[config.mk]
export PLATFORM = sky130hd
export DESIGN_NAME = token_record_stream_decoder_unit_flat
export DESIGN_NICKNAME = d
export VERILOG_FILES = /design/src/hdl/trsd_pkg.sv /design/src/hdl/trsd_if.sv /design/src/hdl/token_record_stream_decoder_unit.sv /design/src/flat_wrapper.sv
export SDC_FILE = /design/constraint.sdc
export NUM_CORES = 1
export LEC_CHECK = 0
export CAP_MARGIN = 20
export CORE_MARGIN = 2
export CORE_UTILIZATION = 51
export DETAILED_ROUTE_END_ITERATION = 8
export DONT_BUFFER_PORTS = 1
export PLACE_DENSITY = 0.66
export SLEW_MARGIN = 10
export SYNTH_ARGS = -nofsm -noshare
export SYNTH_HDL_FRONTEND = slang
export SYNTH_SLANG_ARGS = --single-unit
[constraint.sdc]
create_clock -name clock -period 5.6 [get_ports clock]
set_input_delay 1.12 -clock clock [delete_from_list [all_inputs] [get_ports clock]]
set_output_delay 1.12 -clock clock [all_outputs]
set_load 0.05 [all_outputs]
[src/hdl/trsd_pkg.sv]
// Shared types and constants for the token record stream decoder.
// No dependencies; used by the top level.
`timescale 1ns / 1ps
`default_nettype none

package trsd_pkg;

   // decoder phases; every phase up to PH_STR_V doubles as a result role
   localparam logic [3:0] PH_MAGIC = 4'd0;
   localparam logic [3:0] PH_COUNT = 4'd1;
   localparam logic [3:0] PH_TYPE  = 4'd2;
   localparam logic [3:0] PH_DEPTH = 4'd3;
   localparam logic [3:0] PH_LEN_P = 4'd4;
   localparam logic [3:0] PH_STR_P = 4'd5;
   localparam logic [3:0] PH_LEN_N = 4'd6;
   localparam logic [3:0] PH_STR_N = 4'd7;
   localparam logic [3:0] PH_LEN_V = 4'd8;
   localparam logic [3:0] PH_STR_V = 4'd9;
   localparam logic [3:0] PH_DONE  = 4'd10;

   localparam logic [3:0] ROLE_IGNORED = 4'd10;

   // buffer status codes, also used as the sticky error code
   localparam logic [2:0] ST_RUNNING   = 3'd0;
   localparam logic [2:0] ST_OK        = 3'd1;
   localparam logic [2:0] ST_BAD_MAGIC = 3'd2;
   localparam logic [2:0] ST_TRUNCATED = 3'd3;
   localparam logic [2:0] ST_BAD_TYPE  = 3'd4;
   localparam logic [2:0] ST_TRAILING  = 3'd5;

   localparam logic [2:0] MAGIC_LEN = 3'd5;

   // token type byte range
   localparam logic [7:0] TYPE_MIN = 8'd1;
   localparam logic [7:0] TYPE_MAX = 8'd4;

   // one result item
   typedef struct packed {
      logic [3:0]  role;
      logic [7:0]  data_byte;
      logic [1:0]  token_kind;
      logic [31:0] token_index;
      logic [31:0] depth_value;
      logic        token_end;
      logic        done_res;
      logic [2:0]  status;
   } rsp_item_type;

   // expected header byte at a given position (position taken modulo five)
   function automatic logic [7:0] magic_byte(input logic [2:0] pos);
      logic [7:0] val;
      case (pos)
         3'd0:    val = 8'h50; // P
         3'd1:    val = 8'h56; // V
         3'd2:    val = 8'h54; // T
         3'd3:    val = 8'h44; // D
         3'd4:    val = 8'h31; // 1
         3'd5:    val = 8'h50;
         3'd6:    val = 8'h56;
         default: val = 8'h54;
      endcase
      return val;
   endfunction

endpackage

`default_nettype wire

[src/hdl/trsd_if.sv]
// Valid/ready channel interfaces for the token record stream decoder.
// Depends on nothing; the top level uses both.
`timescale 1ns / 1ps
`default_nettype none

// input channel: one buffer byte per item
interface trsd_req_if;
   logic       valid;
   logic       ready;
   logic [7:0] byte_value;
   logic       last_byte;

   modport source (output valid, output byte_value, output last_byte, input ready);
   modport sink   (input valid, input byte_value, input last_byte, output ready);
endinterface

// result channel: one tagged byte per item
interface trsd_rsp_if;
   logic        valid;
   logic        ready;
   logic [3:0]  role;
   logic [7:0]  data_byte;
   logic [1:0]  token_kind;
   logic [31:0] token_index;
   logic [31:0] depth_value;
   logic        token_end;
   logic        done_res;
   logic [2:0]  status;

   modport source (output valid, output role, output data_byte, output token_kind,
                   output token_index, output depth_value, output token_end,
                   output done_res, output status, input ready);
   modport sink   (input valid, input role, input data_byte, input token_kind,
                   input token_index, input depth_value, input token_end,
                   input done_res, input status, output ready);
endinterface

`default_nettype wire

[src/hdl/token_record_stream_decoder_unit.sv]
// Token record stream decoder: top level.
// Depends on trsd_pkg and the channel interfaces in trsd_if.sv.
`timescale 1ns / 1ps
`default_nettype none

// Usage
//   req_chan carries one byte of a serialized token buffer per item, with
//   last_byte marking the final byte. rsp_chan returns exactly one item per
//   input byte: the byte, its role, the current token kind, index and depth,
//   a token-complete flag, and on the last byte the buffer status.
//   Tags are tentative: software drops the whole buffer unless the status
//   on the last byte is ok.
// Timing
//   An accepted item is captured in the input register, then decoded and
//   written to the result register once that register is empty or being
//   taken by the receiver; its result is offered from there. One item per
//   cycle is sustained while rsp_chan.ready stays high; the single decode
//   stage between the two registers sets it.
// Reset and stalls
//   reset empties both registers and returns the decoder to the header
//   phase. When the receiver holds rsp_chan.ready low, the result stays put,
//   the input register holds its byte, and req_chan.ready falls only once
//   both are full. The last byte of a buffer restores the reset state, so the next byte opens a new buffer.
module token_record_stream_decoder_unit (
   input  wire logic        clock,
   input  wire logic        reset,
   trsd_req_if.sink         req_chan,
   trsd_rsp_if.source       rsp_chan
);

   // pipeline registers
   logic                         in_valid_ff;
   logic [7:0]                   in_byte_ff;
   logic                         in_last_ff;
   logic                         out_valid_ff;
   trsd_pkg::rsp_item_type       out_ff;
   trsd_pkg::rsp_item_type       out_in;

   // decoder state
   logic [3:0]  phase_ff,    phase_in;
   logic [2:0]  fbc_ff,      fbc_in;
   logic [31:0] word_ff,     word_in;
   logic [31:0] str_rem_ff,  str_rem_in;
   logic [31:0] tok_rem_ff,  tok_rem_in;
   logic [31:0] tok_cnt_ff,  tok_cnt_in;
   logic [1:0]  kind_ff,     kind_in;
   logic [31:0] depth_ff,    depth_in;
   logic [2:0]  err_ff,      err_in;

   // handshake
   logic advance;
   assign advance        = in_valid_ff && (!out_valid_ff || rsp_chan.ready);
   assign req_chan.ready = !in_valid_ff || advance;

   // helper values for the decode step
   logic [31:0] word_or;
   logic [2:0]  count_inc;
   logic        word_done;
   logic [31:0] str_dec;
   logic [31:0] tok_dec;
   logic        str_end;
   logic [3:0]  str_phase;
   logic        tend;
   logic [2:0]  status;

   assign word_or   = word_ff | ({24'd0, in_byte_ff} << {fbc_ff[1:0], 3'b000});
   assign count_inc = fbc_ff + 3'd1;
   assign word_done = count_inc[2];
   assign str_dec   = str_rem_ff - 32'd1;
   assign tok_dec   = tok_rem_ff - 32'd1;

   // decode one byte against the current state
   always_comb begin
      phase_in   = phase_ff;
      fbc_in     = fbc_ff;
      word_in    = word_ff;
      str_rem_in = str_rem_ff;
      tok_rem_in = tok_rem_ff;
      tok_cnt_in = tok_cnt_ff;
      kind_in    = kind_ff;
      depth_in   = depth_ff;
      err_in     = err_ff;
      tend       = 1'b0;
      str_end    = 1'b0;
      str_phase  = phase_ff;
      status     = trsd_pkg::ST_RUNNING;

      if (err_ff == trsd_pkg::ST_RUNNING) begin
         case (phase_ff)
            trsd_pkg::PH_MAGIC: begin
               if (in_byte_ff != trsd_pkg::magic_byte(fbc_ff)) begin
                  err_in = trsd_pkg::ST_BAD_MAGIC;
               end else begin
                  fbc_in = count_inc;
                  if (count_inc >= trsd_pkg::MAGIC_LEN) begin
                     fbc_in   = 3'd0;
                     word_in  = 32'd0;
                     phase_in = trsd_pkg::PH_COUNT;
                  end
               end
            end
            trsd_pkg::PH_COUNT: begin
               word_in = word_or;
               fbc_in  = count_inc;
               if (word_done) begin
                  fbc_in     = 3'd0;
                  word_in    = 32'd0;
                  tok_rem_in = word_or;
                  phase_in   = (word_or != 32'd0) ? trsd_pkg::PH_TYPE : trsd_pkg::PH_DONE;
               end
            end
            trsd_pkg::PH_TYPE: begin
               if (in_byte_ff >= trsd_pkg::TYPE_MIN && in_byte_ff <= trsd_pkg::TYPE_MAX) begin
                  kind_in  = in_byte_ff[1:0] - 2'd1;
                  depth_in = 32'd0;
                  fbc_in   = 3'd0;
                  word_in  = 32'd0;
                  phase_in = trsd_pkg::PH_DEPTH;
               end else begin
                  kind_in = 2'd0;
                  err_in  = trsd_pkg::ST_BAD_TYPE;
               end
            end
            trsd_pkg::PH_DEPTH: begin
               word_in = word_or;
               fbc_in  = count_inc;
               if (word_done) begin
                  fbc_in   = 3'd0;
                  word_in  = 32'd0;
                  depth_in = word_or;
                  phase_in = trsd_pkg::PH_LEN_P;
               end
            end
            trsd_pkg::PH_LEN_P, trsd_pkg::PH_LEN_N, trsd_pkg::PH_LEN_V: begin
               word_in = word_or;
               fbc_in  = count_inc;
               if (word_done) begin
                  fbc_in  = 3'd0;
                  word_in = 32'd0;
                  if (word_or == 32'd0) begin
                     // empty string: skip its byte phase
                     str_end   = 1'b1;
                     str_phase = phase_ff + 4'd1;
                  end else begin
                     str_rem_in = word_or;
                     phase_in   = phase_ff + 4'd1;
                  end
               end
            end
            trsd_pkg::PH_STR_P, trsd_pkg::PH_STR_N, trsd_pkg::PH_STR_V: begin
               str_rem_in = str_dec;
               if (str_dec == 32'd0) begin
                  str_end   = 1'b1;
                  str_phase = phase_ff;
               end
            end
            default: begin
               // a byte after the last token
               err_in = trsd_pkg::ST_TRAILING;
            end
         endcase

         // end of a string: next string, or close the token
         if (str_end) begin
            if (str_phase >= trsd_pkg::PH_STR_V) begin
               tend       = 1'b1;
               tok_cnt_in = tok_cnt_ff + 32'd1;
               tok_rem_in = tok_dec;
               phase_in   = (tok_dec != 32'd0) ? trsd_pkg::PH_TYPE : trsd_pkg::PH_DONE;
            end else begin
               phase_in = str_phase + 4'd1;
            end
         end
      end

      // final status on the last byte
      if (in_last_ff) begin
         if (err_in != trsd_pkg::ST_RUNNING) begin
            status = err_in;
         end else begin
            status = (phase_in == trsd_pkg::PH_DONE) ? trsd_pkg::ST_OK
                                                     : trsd_pkg::ST_TRUNCATED;
         end
      end

      // result item
      out_in.role        = (err_ff != trsd_pkg::ST_RUNNING || phase_ff > trsd_pkg::PH_STR_V)
                           ? trsd_pkg::ROLE_IGNORED : phase_ff;
      out_in.data_byte   = in_byte_ff;
      out_in.token_kind  = kind_in;
      out_in.token_index = tok_cnt_ff;
      out_in.depth_value = depth_in;
      out_in.token_end   = tend;
      out_in.done_res    = in_last_ff;
      out_in.status      = status;

      // the last byte returns everything to the start of a buffer
      if (in_last_ff) begin
         phase_in   = trsd_pkg::PH_MAGIC;
         fbc_in     = 3'd0;
         word_in    = 32'd0;
         str_rem_in = 32'd0;
         tok_rem_in = 32'd0;
         tok_cnt_in = 32'd0;
         kind_in    = 2'd0;
         depth_in   = 32'd0;
         err_in     = trsd_pkg::ST_RUNNING;
      end
   end

   // input register
   always_ff @(posedge clock) begin
      if (reset) begin
         in_valid_ff <= 1'b0;
      end else if (req_chan.ready) begin
         in_valid_ff <= req_chan.valid;
      end
      if (req_chan.valid && req_chan.ready) begin
         in_byte_ff <= req_chan.byte_value;
         in_last_ff <= req_chan.last_byte;
      end
   end

   // result register
   always_ff @(posedge clock) begin
      if (reset) begin
         out_valid_ff <= 1'b0;
      end else if (advance) begin
         out_valid_ff <= 1'b1;
      end else if (rsp_chan.ready) begin
         out_valid_ff <= 1'b0;
      end
      if (advance) begin
         out_ff <= out_in;
      end
   end

   // decoder state, updated as each item moves to the result register
   always_ff @(posedge clock) begin
      if (reset) begin
         phase_ff   <= trsd_pkg::PH_MAGIC;
         fbc_ff     <= 3'd0;
         word_ff    <= 32'd0;
         str_rem_ff <= 32'd0;
         tok_rem_ff <= 32'd0;
         tok_cnt_ff <= 32'd0;
         kind_ff    <= 2'd0;
         depth_ff   <= 32'd0;
         err_ff     <= trsd_pkg::ST_RUNNING;
      end else if (advance) begin
         phase_ff   <= phase_in;
         fbc_ff     <= fbc_in;
         word_ff    <= word_in;
         str_rem_ff <= str_rem_in;
         tok_rem_ff <= tok_rem_in;
         tok_cnt_ff <= tok_cnt_in;
         kind_ff    <= kind_in;
         depth_ff   <= depth_in;
         err_ff     <= err_in;
      end
   end

   // result channel outputs
   assign rsp_chan.valid       = out_valid_ff;
   assign rsp_chan.role        = out_ff.role;
   assign rsp_chan.data_byte   = out_ff.data_byte;
   assign rsp_chan.token_kind  = out_ff.token_kind;
   assign rsp_chan.token_index = out_ff.token_index;
   assign rsp_chan.depth_value = out_ff.depth_value;
   assign rsp_chan.token_end   = out_ff.token_end;
   assign rsp_chan.done_res    = out_ff.done_res;
   assign rsp_chan.status      = out_ff.status;

endmodule

`default_nettype wire
[src/flat_wrapper.sv]
// flat-port wrapper written by rule: the top's interface ports become plain ports
module token_record_stream_decoder_unit_flat 
  (clock, reset, req_chan_valid, req_chan_byte_value, req_chan_last_byte, req_chan_ready, rsp_chan_valid, rsp_chan_role, rsp_chan_data_byte, rsp_chan_token_kind, rsp_chan_token_index, rsp_chan_depth_value, rsp_chan_token_end, rsp_chan_done_res, rsp_chan_status, rsp_chan_ready);
  trsd_req_if req_chan_i ();
  trsd_rsp_if rsp_chan_i ();
  input  wire logic clock;
  input  wire logic reset;
  input wire logic [$bits(req_chan_i.valid)-1:0] req_chan_valid;
  input wire logic [$bits(req_chan_i.byte_value)-1:0] req_chan_byte_value;
  input wire logic [$bits(req_chan_i.last_byte)-1:0] req_chan_last_byte;
  output wire logic [$bits(req_chan_i.ready)-1:0] req_chan_ready;
  output wire logic [$bits(rsp_chan_i.valid)-1:0] rsp_chan_valid;
  output wire logic [$bits(rsp_chan_i.role)-1:0] rsp_chan_role;
  output wire logic [$bits(rsp_chan_i.data_byte)-1:0] rsp_chan_data_byte;
  output wire logic [$bits(rsp_chan_i.token_kind)-1:0] rsp_chan_token_kind;
  output wire logic [$bits(rsp_chan_i.token_index)-1:0] rsp_chan_token_index;
  output wire logic [$bits(rsp_chan_i.depth_value)-1:0] rsp_chan_depth_value;
  output wire logic [$bits(rsp_chan_i.token_end)-1:0] rsp_chan_token_end;
  output wire logic [$bits(rsp_chan_i.done_res)-1:0] rsp_chan_done_res;
  output wire logic [$bits(rsp_chan_i.status)-1:0] rsp_chan_status;
  input wire logic [$bits(rsp_chan_i.ready)-1:0] rsp_chan_ready;
  assign req_chan_i.valid = req_chan_valid;
  assign req_chan_i.byte_value = req_chan_byte_value;
  assign req_chan_i.last_byte = req_chan_last_byte;
  assign req_chan_ready = req_chan_i.ready;
  assign rsp_chan_valid = rsp_chan_i.valid;
  assign rsp_chan_role = rsp_chan_i.role;
  assign rsp_chan_data_byte = rsp_chan_i.data_byte;
  assign rsp_chan_token_kind = rsp_chan_i.token_kind;
  assign rsp_chan_token_index = rsp_chan_i.token_index;
  assign rsp_chan_depth_value = rsp_chan_i.depth_value;
  assign rsp_chan_token_end = rsp_chan_i.token_end;
  assign rsp_chan_done_res = rsp_chan_i.done_res;
  assign rsp_chan_status = rsp_chan_i.status;
  assign rsp_chan_i.ready = rsp_chan_ready;
  token_record_stream_decoder_unit u_core (.clock(clock), .reset(reset), .req_chan(req_chan_i), .rsp_chan(rsp_chan_i));
endmodule
==> out/results.ini, run 1 <==
[setup_path]
crit_chain=inv_1, ha_1, nor2_1, o22a_1, nor2_1, and4_1, xnor2_1, inv_1, ha_1, a41oi_2, and2_1, nand2_1, o311ai_0, o21ai_0
worstSetupPathType=reg -> reg
crit_fanout=18
worstSetupStartpoint=u_core.phase_ff[0]$_SDFFE_PP0P_
cpMaxStageDelayCell=and2_1
reg2reg_setup_slack_ns=0.91
worstRegToRegCells=14
startpoint_type=flip-flop
critPathMaxStageDelay_ns=0.70
critical_path.top_delay_family=simple AND/OR/NAND/NOR gates
cp.required_ns=6.03
path_depth=14
endpoint_kind=flip-flop
crit_path_end=u_core.tok_rem_ff[17]$_SDFFE_PP0P_
path_buf_inv=2
worstReg2RegEnd=u_core.tok_rem_ff[17]$_SDFFE_PP0P_
r2r-start=u_core.phase_ff[0]$_SDFFE_PP0P_
arrival_ns=5.11

[sta]
final_max_slew_viol_count=0
setup_violations=0
max_freq_ghz=0.213
finalHoldViolCount=0
worst_slew_pin_slew_ns=1.09
rsz0062_at_grt=no
relSlewSlack=0.269
finalCritPeriodShare=0.837
post-route-min-period_ns=4.69
finalClockSkew_ns=0.0124
fin_setup_tns_ns=0
setup_ws_ns=0.914

[logic_synthesis]
syn_area_um2=13900
yosysWarnings=0
synthTopCellsByArea=dfxtp_1 25%, edfxtp_1 20%, nor2_1 6.7%
yosys_most_used_dff=dfxtp_1
ys_ff_latch=266
yosysTopAreaCellShare=0.250
syn-num-nets=1650
synth_cells=1616
yosys.area.top_type=dfxtp_1
syn_avg_cell_area_um2=8.61
synth_edf_count=92
synthArstFlopShare=0
ys_types=85
synth.yosys.seq_area_share=0.449

[clocking]
cts_max_level=1
ctsLongestPathBuffers=3
cts_num_sinks=266
cts_resized=0
cts_hold_buf=0
cts_root_buffer=clkbuf_16
clk_pin_slew_ns=0.06
numCtsBuffers=29
post_cts_buffers=0
cts_tree=done
clk_latency_ns=0.57

[power_and_ir_drop]
max-vdd-ir-drop_mv=0.210
total_power_mw=4.37
powerDensity_nw_per_um2=289
p_leak_nw=5.19

[floorplan]
coreArea_um2=26900
ioPinCount=98
rows=60
die-height_um=169
die_w_um=169
start_util=0.518
die_area_um2=28600

[grt]
grt_pass1_wl_um=63900
grt_max_degree=111
grt_pass1_vias=11300
track_usage=0.283
antenna_found_initial=0
grt-ovfl-total=0

[cells_and_area]
diodes=0
layout_commonest_cell=nor2_1
syn2layout_area_growth_pct=8.76
drive_above_1_share=0.0783
nets=1595
layout_common_cells=247 x nor2_1, 174 x dfxtp_1, 162 x a21oi_1

[drt]
ant_nets=0
dr.pass1.iters=7
drt_first_iter_violations=1477
wl_per_cell_um=21.6
wirelength_um=41600
via_per_inst=6.44
vias=12400
drc=0

[place]
place_ws_ns=0.907
dp_hpwl_um=27800
io_buffers=0
place.gp.congestion=0.947

[job]
drv_cap=0

[run_status]
status=completed

[worst_hold_path]
min_path_type=reg -> reg

-- area by class of cell --
class | count | area, µm²
tap | 341 | 427
clock inverter | 21 | 246
clock buffer | 33 | 741
timing repair buffer | 33 | 265
multi-input combinational | 1203 | 7090
fill | 2439 | 11700
sequential | 266 | 6250
inverter | 28 | 108
-- worst reg2reg max path, cell delays in order (launching register included) --
cell	delay (ns)
dfxtp_1	0.40
inv_1	0.27
ha_1	0.41
nor2_1	0.15
o22a_1	0.24
nor2_1	0.34
and4_1	0.43
xnor2_1	0.22
inv_1	0.09
ha_1	0.21
a41oi_2	0.47
and2_1	0.70
nand2_1	0.18
o311ai_0	0.31
o21ai_0	0.14
-- power by group --
part	switching, mW	internal, mW
Combinational	0.183	0.0626
Clock	0.825	1.15
Sequential	0.120	2.03
Total	1.13	3.25
-- metal layers --
| metal | wire (µm) | global-route usage | part of all wire |
|---|---|---|---|
| met3 | 3470 | 0.0625 | 0.083 |
| met5 | 0 | 0 | 0 |
| met4 | 1550 | 0.108 | 0.037 |
| met2 | 18500 | 0.447 | 0.45 |
| met1 | 18000 | 0.381 | 0.43 |
-- cells by family after synthesis --
group | synth area share
compound gates | 0.208
buf+inv | 0.0435
flops | 0.449
mux | 0.00972
xor+xnor | 0.0309
simple gates | 0.240
fa+ha+maj | 0.0189
-- worst min path at each step --
stage	from	endpoint	slack (ns)	depth (start not counted)
floorplan	u_core.tok_cnt_ff[31]$_SDFFE_PP0P_	u_core.rsp_chan.token_index[31]$_DFFE_PP_	0.41	0
global placement	u_core.tok_cnt_ff[31]$_SDFFE_PP0P_	u_core.rsp_chan.token_index[31]$_DFFE_PP_	0.43	0
detailed placement	u_core.tok_cnt_ff[31]$_SDFFE_PP0P_	u_core.rsp_chan.token_index[31]$_DFFE_PP_	0.43	0
CTS	u_core.tok_cnt_ff[31]$_SDFFE_PP0P_	u_core.rsp_chan.token_index[31]$_DFFE_PP_	0.45	0
global route	u_core.tok_cnt_ff[31]$_SDFFE_PP0P_	u_core.rsp_chan.token_index[31]$_DFFE_PP_	0.49	0
finish	u_core.tok_cnt_ff[31]$_SDFFE_PP0P_	u_core.rsp_chan.token_index[31]$_DFFE_PP_	0.45	0
-- per-stage QoR --
stage / std cells / utilization / hold WS [ns] / instance area [µm²]
2_1_floorplan: 1616 / - / 0.408 / 13900
5_1_grt: 1925 / 0.563 / 0.491 / 15100
6_report: 1925 / 0.563 / 0.452 / 15100
4_1_cts: 1922 / 0.561 / 0.452 / 15100
3_3_place_gp: 1867 / 0.524 / 0.433 / 14100
3_5_place_dp: 1868 / 0.525 / 0.431 / 14100
-- Yosys cell counts (10+ instances only) --
library cell / n
o21ai_0: 111
nor3_1: 87
nand3_1: 40
clkbuf_1: 105
or4_1: 10
and2_1: 11
nand4_1: 16
xnor2_1: 38
ha_1: 21
a211oi_1: 10
a2111oi_0: 10
a21oi_1: 163
edfxtp_1: 92
o22ai_1: 20
a22oi_1: 40
nand2_1: 116
xor2_1: 11
a31oi_1: 27
nor2_1: 248
inv_1: 28
dfxtp_1: 174
or3_1: 15
nor4_1: 36
nor2b_1: 10
and3_1: 14
-- state kept, by name (all words and copies together) (netlist names), 8 cells and up --
register and count:
u_core.tok_rem_ff 32, u_core.rsp_chan.depth_value 32, u_core.word_ff 32, u_core.str_rem_ff 32, u_core.in_byte_ff 8, u_core.rsp_chan.data_byte 8, u_core.rsp_chan.token_index 32, u_core.depth_ff 32
u_core.tok_cnt_ff 32
Note: power is estimated with default switching activity, not from simulation.
==> run 2: changes to the inputs <==
==> constraint.sdc (replaced) <==
create_clock -name clock -period 4.7 [get_ports clock]
set_input_delay 0.94 -clock clock [delete_from_list [all_inputs] [get_ports clock]]
set_output_delay 0.94 -clock clock [all_outputs]
set_load 0.05 [all_outputs]
==> out/results.ini, run 2 (synthesized netlist as in run 1, its figures left out) <==
[run_status]
status=completed

[cells_and_area]
layout_common_cells=247 x nor2_1, 173 x dfxtp_1, 162 x a21oi_1
fin_area_um2=15300  ; +1.2%
diodes=0  ; unchanged
syn2layout_area_growth_pct=10.1
final.fill_count=2436  ; -0.12%
layout_commonest_cell=nor2_1
drive_above_1_share=0.0869  ; +0.00859
nets=1612  ; +1.1%

[floorplan]
coreArea_um2=26900  ; unchanged
ioPinCount=98  ; unchanged
die_w_um=169  ; unchanged
die-height_um=169  ; unchanged
start_util=0.518  ; unchanged
rows=60  ; unchanged
die_area_um2=28600  ; unchanged

[grt]
grt-ovfl-total=0  ; unchanged
grt_pass1_wl_um=65500  ; +2.4%
grt_pass1_vias=11400  ; +1.3%
grt_max_degree=111  ; unchanged
antenna_found_initial=0  ; unchanged
track_usage=0.288  ; +0.00482

[setup_path]
endpoint_kind=flip-flop
cpMaxStageDelayCell=a31oi_4
critPathMaxStageDelay_ns=0.82  ; +0.12 ns
startpoint_type=flip-flop
cp.required_ns=5.13  ; -0.90 ns
critical_path.top_delay_family=compound AO/OA/AOI/OAI gates
crit_fanout=25  ; +7
arrival_ns=4.68  ; -0.43 ns
path_buf_inv=2  ; unchanged
crit_chain=o41a_1, a2111oi_4, and4_1, o21ai_0, inv_1, ha_1, a41oi_4, a31oi_4, buf_4, nor4_4, xnor2_1, nor2_1
worstSetupPathType=reg -> reg

[sta]
rsz0062_at_grt=no
post-route-min-period_ns=4.25  ; -0.437 ns
max_freq_ghz=0.235  ; +10%
setup_violations=0  ; unchanged
fin_setup_tns_ns=0  ; unchanged
setup_ws_ns=0.451  ; -0.463 ns
finalClockSkew_ns=0.0165  ; +0.00409 ns
finalHoldViolCount=0  ; unchanged
final_max_slew_viol_count=0  ; unchanged
worst_slew_pin_slew_ns=1.12  ; +0.0225 ns
finalCritPeriodShare=0.904  ; +0.0673
relSlewSlack=0.255  ; -0.0133

[clocking]
cts_root_buffer=clkbuf_16
clk_latency_ns=0.57  ; about the same
cts_tree=done
cts_num_sinks=266  ; unchanged
clk_pin_slew_ns=0.06  ; about the same
cts_max_level=1  ; unchanged
numCtsBuffers=28  ; -3.4%
post_cts_buffers=0  ; unchanged
ctsLongestPathBuffers=3  ; unchanged

[place]
io_buffers=0  ; unchanged
place_ws_ns=0.326  ; -0.581 ns
placed_cell_area_um2=14300  ; +1.1%
place.gp.congestion=0.952  ; +0.59%
dp_hpwl_um=28100  ; +1.2%

[power_and_ir_drop]
powerDensity_nw_per_um2=349  ; +21%
p_leak_nw=5.30  ; +2.1%
max-vdd-ir-drop_mv=0.238  ; +13%

[drt]
dr.pass1.iters=6  ; -1
ant_nets=0  ; unchanged
drt_first_iter_violations=1378  ; -6.7%
drc=0  ; unchanged
via_per_inst=6.43  ; -0.22%
wl_per_cell_um=21.5  ; -0.63%
vias=12500  ; +0.61%
wirelength_um=41600  ; +0.19%

[worst_hold_path]
min_path_type=reg -> reg

[job]
drv_cap=0  ; unchanged

-- run 2: cell types whose count changed in the layout (fill, tap and decap cells not counted), moves of 2 or more --
cell and change:
buf_4 +20, bufinv_16 +3, clkbuf_1 +2, clkinv_2 -2, clkinv_4 -2, clkinvlp_4 -2
inv_8 -2
-- run 2: what timing repair did --
| action | 4_1_cts | 5_1_grt |
|---|---|---|
| endpoints found under the setup margin | 0 | 8 |
| hold endpoints to repair | 0 | 0 |
| hold buffers | 0 | 0 |
| resized for setup | 0 | 2 |
-- run 2: where the power goes --
group	total (mW)	switching [mW]	internal, mW	leakage, nW
Clock	2.48	0.948	1.53	0.499
Combinational	0.301	0.220	0.0815	2.55
Sequential	2.56	0.141	2.42	2.26
Total	5.35	1.31	4.04	5.30
-- run 2: metal layers --
metal / track usage / vias to the layer above / share of wire
met5: 0 / - / 0
met4: 0.120 / 0 / 0.042
met3: 0.0417 / 100 / 0.070
met2: 0.445 / 534 / 0.44
met1: 0.406 / 5980 / 0.45
li1: - / 5857 / -
-- run 2: worst paths after layout --
check	depth (start not counted)	endpoint	from	slack, ns
min reg2reg	0	u_core.rsp_chan.token_index[31]$_DFFE_PP_	u_core.tok_cnt_ff[31]$_SDFFE_PP0P_	0.44
max reg2reg	12	u_core.tok_cnt_ff[29]$_SDFFE_PP0P_	u_core.in_byte_ff[3]$_DFFE_PP_	0.45
min	0	u_core.rsp_chan.token_index[31]$_DFFE_PP_	u_core.tok_cnt_ff[31]$_SDFFE_PP0P_	0.44
max	12	u_core.tok_cnt_ff[29]$_SDFFE_PP0P_	u_core.in_byte_ff[3]$_DFFE_PP_	0.45
-- run 2: through the flow --
step | power [mW] | hold WS [ns] | std cells | util
floorplan | 2.82 | 0.408 | 1616 | -
global placement | 2.91 | 0.426 | 1889 | 0.530
detailed placement | 2.91 | 0.429 | 1889 | 0.530
CTS | 5.38 | 0.432 | 1941 | 0.569
global route | 5.50 | 0.425 | 1941 | 0.570
finish | 5.35 | 0.439 | 1941 | 0.570
-- run 2: layout make-up --
type,count,area [µm²],area share
clock inverter,16,282,0.0184
sequential,266,6250,0.408
tap,341,427,0.0279
multi-input combinational,1203,7110,0.464
inverter,28,108,0.00703
clock buffer,36,762,0.0498
timing repair buffer,51,383,0.0250
